**src/rtl/bia_pkg.sv**
```systemverilog
// ----------------------------------------------------------------------------
// bia_pkg: shared definitions for the bitmap ID allocator
// Sizes, item kind codes and result status codes.
// ----------------------------------------------------------------------------
package bia_pkg;

  localparam int MAP_BITS   = 256;
  localparam int WORD_W     = 8;
  localparam int WORDS      = MAP_BITS / WORD_W;
  localparam int BIT_IDX_W  = $clog2(WORD_W);
  localparam int WORD_IDX_W = $clog2(WORDS);
  localparam int IDX_W      = 8;
  localparam int CNT_W      = 9;

  localparam logic [CNT_W-1:0] TOTAL_BITS_RST = CNT_W'(256);

  typedef enum logic [1:0] {
    KIND_ALLOC   = 2'd0,
    KIND_RELEASE = 2'd1,
    KIND_QUERY   = 2'd2
  } kind_e;

  typedef enum logic [1:0] {
    ST_OK        = 2'd0,
    ST_NONE_FREE = 2'd1,
    ST_RANGE     = 2'd2,
    ST_NOT_USED  = 2'd3
  } status_e;

endpackage

```
**src/rtl/bia_ram.sv**
```systemverilog
// ----------------------------------------------------------------------------
// bia_ram: generic single-port-write, single-port-read RAM
// One write and one read per cycle, read data registered.
// ----------------------------------------------------------------------------
module bia_ram #(
  parameter int WIDTH = 8,
  parameter int DEPTH = 32
) (
  input  logic                     clk_i,
  input  logic                     we_i,
  input  logic [$clog2(DEPTH)-1:0] waddr_i,
  input  logic [WIDTH-1:0]         wdata_i,
  input  logic                     re_i,
  input  logic [$clog2(DEPTH)-1:0] raddr_i,
  output logic [WIDTH-1:0]         rdata_o
);

  logic [WIDTH-1:0] mem_q [DEPTH];
  logic [WIDTH-1:0] rdata_q;

  always_ff @(posedge clk_i) begin
    if (we_i) begin
      mem_q[waddr_i] <= wdata_i;
    end
    if (re_i) begin
      rdata_q <= mem_q[raddr_i];
    end
  end

  assign rdata_o = rdata_q;

endmodule

```
**src/rtl/bitmap_id_allocator.sv**
```systemverilog
// ----------------------------------------------------------------------------
// bitmap_id_allocator: find-first-free slot allocator
// Bitmap of used slots kept in a byte-wide RAM, scanned one word a cycle.
// ----------------------------------------------------------------------------
// Usage:
//   Command channel: drive kind_i/index_i and raise start; the transaction is
//   taken at a clock edge with start high and busy low. kind 0 allocates the
//   first free slot at or above index_i, kind 1 releases slot index_i, kind 2
//   queries slot index_i.
//   Result channel: done_o pulses for one cycle with status_o, slot_o and
//   in_use_o. There is no back-pressure; the receiver must take it.
//   Config: cfg_we_i writes cfg_wdata_i into total_bits (active slot count,
//   saturated to 256). Write only while the block is idle; the map is kept.
// Timing:
//   Items rejected up front (start past the end, out of range, unused kind)
//   answer in the cycle after the accept edge and leave busy low.
//   Release and query read one RAM word through the registered port, then register the result.
//   Allocate reads one 8-bit word per cycle through the registered RAM port,
//   from the start word until a word with an eligible free bit or the last
//   active word. busy stays high during the scan; a new command can be
//   taken in the cycle that done_o is high.
// Reset:
//   rst_ni clears the per-word valid flags (32 flops), so every slot reads as
//   free at once; no clearing pass. total_bits returns to 256.
// ----------------------------------------------------------------------------
module bitmap_id_allocator (
  input  logic                       clk_i,
  input  logic                       rst_ni,
  input  logic                       start,
  output logic                       busy,
  input  logic [1:0]                 kind_i,
  input  logic [bia_pkg::IDX_W-1:0]  index_i,
  input  logic                       cfg_we_i,
  input  logic [bia_pkg::CNT_W-1:0]  cfg_wdata_i,
  output logic                       done_o,
  output logic [1:0]                 status_o,
  output logic [bia_pkg::IDX_W-1:0]  slot_o,
  output logic                       in_use_o
);

  typedef enum logic {
    S_IDLE,
    S_SCAN
  } state_e;

  localparam int WORD_W     = bia_pkg::WORD_W;
  localparam int BIT_IDX_W  = bia_pkg::BIT_IDX_W;
  localparam int WORD_IDX_W = bia_pkg::WORD_IDX_W;
  localparam int IDX_W      = bia_pkg::IDX_W;
  localparam int CNT_W      = bia_pkg::CNT_W;

  state_e                    state_q, state_d;
  logic [CNT_W-1:0]          total_q;
  logic [CNT_W-1:0]          n_act;
  bia_pkg::kind_e            kind_q, kind_d;
  logic [IDX_W-1:0]          idx_q, idx_d;
  logic [CNT_W-1:0]          n_q, n_d;
  logic [WORD_IDX_W-1:0]     ptr_q, ptr_d;
  logic [bia_pkg::WORDS-1:0] valid_q;

  logic                      done_q, done_d;
  logic [1:0]                status_q, status_d;
  logic [IDX_W-1:0]          slot_q, slot_d;
  logic                      in_use_q, in_use_d;

  logic                      accept;
  logic                      re;
  logic [WORD_IDX_W-1:0]     raddr;
  logic                      we;
  logic [WORD_W-1:0]         wdata;
  logic [WORD_W-1:0]         rdata;
  logic [WORD_W-1:0]         word;
  logic [WORD_W-1:0]         free;
  logic                      found;
  logic [BIT_IDX_W-1:0]      fbit;
  logic                      sel_bit;
  logic [WORD_IDX_W-1:0]     last_w;
  logic [CNT_W-1:0]          n_m1;
  logic [CNT_W-1:0]          gidx;

  assign accept = start && !busy;
  assign busy   = (state_q == S_SCAN);

  // active count saturates at the map size
  assign n_act = (total_q > CNT_W'(bia_pkg::MAP_BITS)) ? CNT_W'(bia_pkg::MAP_BITS) : total_q;

  // word holding slot n-1 ends the scan (n >= 1 whenever scanning)
  assign n_m1   = n_q - CNT_W'(1);
  assign last_w = n_m1[IDX_W-1:BIT_IDX_W];

  // words never written since reset read as all free
  assign word    = valid_q[ptr_q] ? rdata : '0;
  assign sel_bit = word[idx_q[BIT_IDX_W-1:0]];

  // eligible free bits: at or above the start slot and below the active count
  always_comb begin
    for (int b = 0; b < WORD_W; b++) begin
      gidx    = CNT_W'({ptr_q, BIT_IDX_W'(b)});
      free[b] = !word[b] && (gidx >= CNT_W'(idx_q)) && (gidx < n_q);
    end
  end

  // priority encoder, lowest free bit wins
  always_comb begin
    found = 1'b0;
    fbit  = '0;
    for (int b = WORD_W - 1; b >= 0; b--) begin
      if (free[b]) begin
        found = 1'b1;
        fbit  = BIT_IDX_W'(b);
      end
    end
  end

  always_comb begin
    state_d  = state_q;
    kind_d   = kind_q;
    idx_d    = idx_q;
    n_d      = n_q;
    ptr_d    = ptr_q;
    done_d   = 1'b0;
    status_d = status_q;
    slot_d   = slot_q;
    in_use_d = in_use_q;
    re       = 1'b0;
    raddr    = ptr_q + WORD_IDX_W'(1);
    we       = 1'b0;
    wdata    = word;

    unique case (state_q)
      S_IDLE: begin
        raddr = index_i[IDX_W-1:BIT_IDX_W];
        if (accept) begin
          kind_d   = bia_pkg::kind_e'(kind_i);
          idx_d    = index_i;
          n_d      = n_act;
          ptr_d    = index_i[IDX_W-1:BIT_IDX_W];
          slot_d   = '0;
          in_use_d = 1'b0;
          if (kind_i == 2'(bia_pkg::KIND_ALLOC) ||
              kind_i == 2'(bia_pkg::KIND_RELEASE) ||
              kind_i == 2'(bia_pkg::KIND_QUERY)) begin
            if (CNT_W'(index_i) >= n_act) begin
              done_d   = 1'b1;
              status_d = (kind_i == 2'(bia_pkg::KIND_ALLOC)) ? 2'(bia_pkg::ST_NONE_FREE)
                                                             : 2'(bia_pkg::ST_RANGE);
            end else begin
              re      = 1'b1;
              state_d = S_SCAN;
            end
          end else begin
            // unused kind code
            done_d   = 1'b1;
            status_d = 2'(bia_pkg::ST_RANGE);
          end
        end
      end
      S_SCAN: begin
        case (kind_q)
          bia_pkg::KIND_ALLOC: begin
            if (found) begin
              we       = 1'b1;
              wdata    = word | (WORD_W'(1) << fbit);
              done_d   = 1'b1;
              status_d = 2'(bia_pkg::ST_OK);
              slot_d   = {ptr_q, fbit};
              state_d  = S_IDLE;
            end else if (ptr_q == last_w) begin
              done_d   = 1'b1;
              status_d = 2'(bia_pkg::ST_NONE_FREE);
              state_d  = S_IDLE;
            end else begin
              re    = 1'b1;
              ptr_d = ptr_q + WORD_IDX_W'(1);
            end
          end
          bia_pkg::KIND_RELEASE: begin
            done_d  = 1'b1;
            state_d = S_IDLE;
            if (sel_bit) begin
              we       = 1'b1;
              wdata    = word & ~(WORD_W'(1) << idx_q[BIT_IDX_W-1:0]);
              status_d = 2'(bia_pkg::ST_OK);
            end else begin
              status_d = 2'(bia_pkg::ST_NOT_USED);
            end
          end
          bia_pkg::KIND_QUERY: begin
            done_d   = 1'b1;
            state_d  = S_IDLE;
            status_d = 2'(bia_pkg::ST_OK);
            in_use_d = sel_bit;
          end
          default: begin
            done_d   = 1'b1;
            state_d  = S_IDLE;
            status_d = 2'(bia_pkg::ST_RANGE);
          end
        endcase
      end
      default: begin
        state_d = S_IDLE;
      end
    endcase
  end

  always_ff @(posedge clk_i or negedge rst_ni) begin
    if (!rst_ni) begin
      state_q  <= S_IDLE;
      total_q  <= bia_pkg::TOTAL_BITS_RST;
      valid_q  <= '0;
      done_q   <= 1'b0;
    end else begin
      state_q <= state_d;
      done_q  <= done_d;
      if (cfg_we_i) begin
        total_q <= cfg_wdata_i;
      end
      if (we) begin
        valid_q[ptr_q] <= 1'b1;
      end
    end
  end

  // payload, no reset needed
  always_ff @(posedge clk_i) begin
    kind_q   <= kind_d;
    idx_q    <= idx_d;
    n_q      <= n_d;
    ptr_q    <= ptr_d;
    status_q <= status_d;
    slot_q   <= slot_d;
    in_use_q <= in_use_d;
  end

  bia_ram #(
    .WIDTH (WORD_W),
    .DEPTH (bia_pkg::WORDS)
  ) u_map (
    .clk_i   (clk_i),
    .we_i    (we),
    .waddr_i (ptr_q),
    .wdata_i (wdata),
    .re_i    (re),
    .raddr_i (raddr),
    .rdata_o (rdata)
  );

  assign done_o   = done_q;
  assign status_o = status_q;
  assign slot_o   = slot_q;
  assign in_use_o = in_use_q;

endmodule

```
**config.mk**
```make
export PLATFORM = sky130hd
export DESIGN_NAME = bitmap_id_allocator
export DESIGN_NICKNAME = d
export VERILOG_FILES = /design/src/rtl/bia_pkg.sv /design/src/rtl/bia_ram.sv /design/src/rtl/bitmap_id_allocator.sv
export SDC_FILE = /design/constraint.sdc
export NUM_CORES = 1
export LEC_CHECK = 0
export ABC_AREA = 1
export ABC_CLOCK_PERIOD_IN_PS = 4900
export BUFFER_PORTS_ARGS = -buffer_cell sky130_fd_sc_hd__buf_2
export CORE_ASPECT_RATIO = 0.8
export CORE_MARGIN = 1
export CORE_UTILIZATION = 62
export DETAILED_ROUTE_END_ITERATION = 8
export GPL_ROUTABILITY_DRIVEN = 0
export PLACE_DENSITY = 0.83
export SYNTH_ARGS = -nofsm -noshare
export SYNTH_HDL_FRONTEND = slang
export SYNTH_SLANG_ARGS = --single-unit
```
**constraint.sdc**
```tcl
create_clock -name clk_i -period 4.9 [get_ports clk_i]
set_input_delay 0.98 -clock clk_i [delete_from_list [all_inputs] [get_ports clk_i]]
set_output_delay 0.98 -clock clk_i [all_outputs]
set_load 0.02 [all_outputs]
```
==> impl_metrics.json <==
{
  "cts_resized": 0,
  "start_util": 0.6389,
  "final_hold_viol_count": 0,
  "postSynthAreaPerCell_um2": 10.97,
  "syn_area_um2": 15150,
  "worst_slew_pin_slew_ns": 1.255,
  "antennaDiodeCount": 0,
  "insertion_delay_ns": 0.56,
  "post-cts-setup-buffers": 0,
  "core_area_um2": 23710,
  "critPathLaunchType": "register",
  "drive_above_1_share": 0.1105,
  "reg2reg_depth": 15,
  "ctsLongestPathBuffers": 3,
  "dpl_cell_area_um2": 15660,
  "vias": 10710,
  "final_area_um2": 16650,
  "period_needed_ns": 3.891,
  "root_buffer": "clkbuf_16",
  "drt-vias-per-instance": 6.149,
  "clk_pin_slew_ns": 0.06,
  "drtAntennaViolNets": 0,
  "grt_max_degree": 67,
  "maxCapViolCount": 0,
  "rows": 50,
  "required_ns": 5.31,
  "ys_ff_latch": 342,
  "hpwlAfterDp_um": 22310,
  "synthArstFlopShare": 0.1257,
  "synth_ff_type": "edfxtp_1",
  "numCtsBuffers": 31,
  "syn_inst": 1381,
  "antenna_found_initial": 0,
  "cp.arrival_ns": 4.30,
  "status": "completed",
  "die_h_um": 141.8,
  "drc_errors": 0,
  "crit_fanout": 23,
  "whs_path_depth": 2,
  "rrSetupSlack_ns": 1.01,
  "h-tree-depth": 1,
  "cellLeakagePower_nw": 6.319,
  "grt_usage": 0.2850,
  "syn_to_final_growth_pct": 9.920,
  "r2r-end": "u_map.mem_q[10][7]$_DFFE_PP_",
  "final_nets": 1453,
  "io-pin-count": 36,
  "powerDensity_nw_per_um2": 424.7,
  "synth-edff-count": 299,
  "port-buffer-count": 35,
  "ys_types": 39,
  "dpl_worst_slack_ns": 1.108,
  "setup_viol": 0,
  "ir_drop_mv": 0.3867,
  "drt_iter0_markers": 1446,
  "dr.pass1.iters": 6,
  "min_to": "valid_q[27]$_DFFE_PN0P_",
  "fmax_ghz": 0.2570,
  "critical_path_class": "register to register",
  "grt_overflow": 0,
  "cts_tree": "built",
  "hold_buffers": 0,
  "grt_pass1_wl_um": 54210,
  "yosys_warnings": 0,
  "drt_wl_total_um": 34950,
  "post_drt_wl_per_cell_um": 20.06,
  "synth_nets": 1428,
  "hold_class": "register to register",
  "die_area_um2": 25070,
  "yosysSeqAreaShare": 0.6638,
  "reg2reg_from": "ptr_q[1]$_DFFE_PP_",
  "layout_setup_ws_ns": 1.009,
  "die_x_um": 176.8,
  "fin_worst_skew_ns": 0.008121,
  "timing.slew.headroom": 0.1630,
  "finalCritPeriodShare": 0.7942,
  "final_core_util": 0.7023,
  "finalPower_mw": 7.072,
  "rsz0062_at_grt": "false",
  "drv_slew": 0,
  "tns_ns": 0,
  "min_from": "valid_q[27]$_DFFE_PN0P_",
  "cts.sinks": 342,
  "endpoint_kind": "register",
  "grt_pass1_vias": 10060
}
[cells in the mapped netlist (11+ instances only)]
master | n | area (um^2)
nand2_2 | 11 | 68.82
nand3_1 | 38 | 190.2
o32ai_1 | 32 | 280.3
o211ai_1 | 54 | 405.4
edfxtp_1 | 299 | 8979
nor2_1 | 279 | 1047
o21ai_0 | 165 | 825.8
inv_1 | 121 | 454.2
dfrtp_1 | 42 | 1051
nand2_1 | 144 | 540.5
ha_1 | 24 | 300.3
a21oi_1 | 28 | 140.1
clkbuf_1 | 49 | 183.9
[cells by family (layout without fill, tap and decap cells)]
family                   count (synthesis)  after routing  share of synthesized area
XOR/XNOR                                 3              3                   0.001735
flip-flops                             342            342                     0.6638
adder cells (fa/ha/maj)                 24             24                    0.01982
buffers and inverters                  193            242                    0.05245
AND/OR/NAND/NOR                        509            509                     0.1383
AO/OA/AOI/OAI                          310            310                     0.1238
[through the flow]
step | std cells | hold WS (ns)
global placement | 1685 | 0.4306
finish | 1742 | 0.4535
floorplan | 1381 | 0.4211
CTS | 1742 | 0.4513
global route | 1742 | 0.4645
detailed placement | 1685 | 0.4355
[worst max-delay path, stage by stage (launching register included)]
cell	delay [ns]
edfxtp_1	0.67
ha_1	0.31
a21oi_1	0.16
nor2_1	0.06
nor2_1	0.14
inv_1	0.12
a21oi_1	0.18
nand2_1	0.08
nand3_1	0.15
nand2_1	0.12
nor2_1	0.18
inv_1	0.09
nor2_1	0.24
nand3_1	0.13
a21oi_2	0.77
buf_4	0.31
[layer usage]
layer,vias up,track usage,share of wire
li1,4893,-,-
met1,5146,0.4329,0.42
met2,609,0.4272,0.45
met3,64,0.04528,0.11
met4,0,0.08439,0.022
met5,-,0,0
[sequential cells by signal (all words and copies together), names as in the netlist]
name and count:
status_o 2, kind_q 2, total_q 9, idx_q 8
u_map.rdata_o 8, done_o 1, u_map.mem_q 256, slot_o 8
in_use_o 1, n_q 9, ptr_q 5, busy 1
valid_q 32
[where the power goes]
group	total (mW)	internal (mW)	switching, mW
Clock	2.38	1.37	1.02
Sequential	3.44	3.37	0.0637
Combinational	1.25	0.349	0.902
Total	7.07	5.09	1.98
[layout by cell type, fill, tap and decap left out, types with 4 or more instances in the layout]
cell,n
edfxtp_1,299
nor2_1,279
o21ai_0,162
nand2_1,143
inv_1,120
o211ai_1,54
dfrtp_1,42
nand3_1,38
buf_2,35
o32ai_1,32
clkbuf_16,31
ha_1,24
buf_4,24
a21oi_1,23
nand2_2,11
nor3_1,10
nor2_2,10
o21ai_2,10
clkbuf_1,10
nand4_1,9
a31oi_1,9
nand2_4,7
clkinv_2,6
a21oi_2,6
clkinv_1,4
[worst max-delay path by stage]
stage                     cells past startpoint  slack [ns]                      endpoint               start
after floorplan                              17        1.42   u_map.mem_q[0][4]$_DFFE_PP_  ptr_q[0]$_DFFE_PP_
after global placement                       17        1.27   u_map.mem_q[0][7]$_DFFE_PP_  ptr_q[4]$_DFFE_PP_
after detailed placement                     15        1.11   u_map.mem_q[3][7]$_DFFE_PP_  ptr_q[1]$_DFFE_PP_
after CTS                                    15        1.08  u_map.mem_q[10][7]$_DFFE_PP_  ptr_q[1]$_DFFE_PP_
after global routing                         15        0.66  u_map.mem_q[10][7]$_DFFE_PP_  ptr_q[2]$_DFFE_PP_
final                                        15        1.01  u_map.mem_q[10][7]$_DFFE_PP_  ptr_q[1]$_DFFE_PP_
[final cells by class]
cell class,instances,area [um^2]
fillers,1628,7059
clock buffers,44,854.6
clock inverters,13,138.9
repair buffers,60,375.4
multi-input cells,846,4360
inverters,125,475.5
flip-flops and latches,342,10060
well taps,312,390.4
Note: power is estimated with default switching activity, not from simulation.
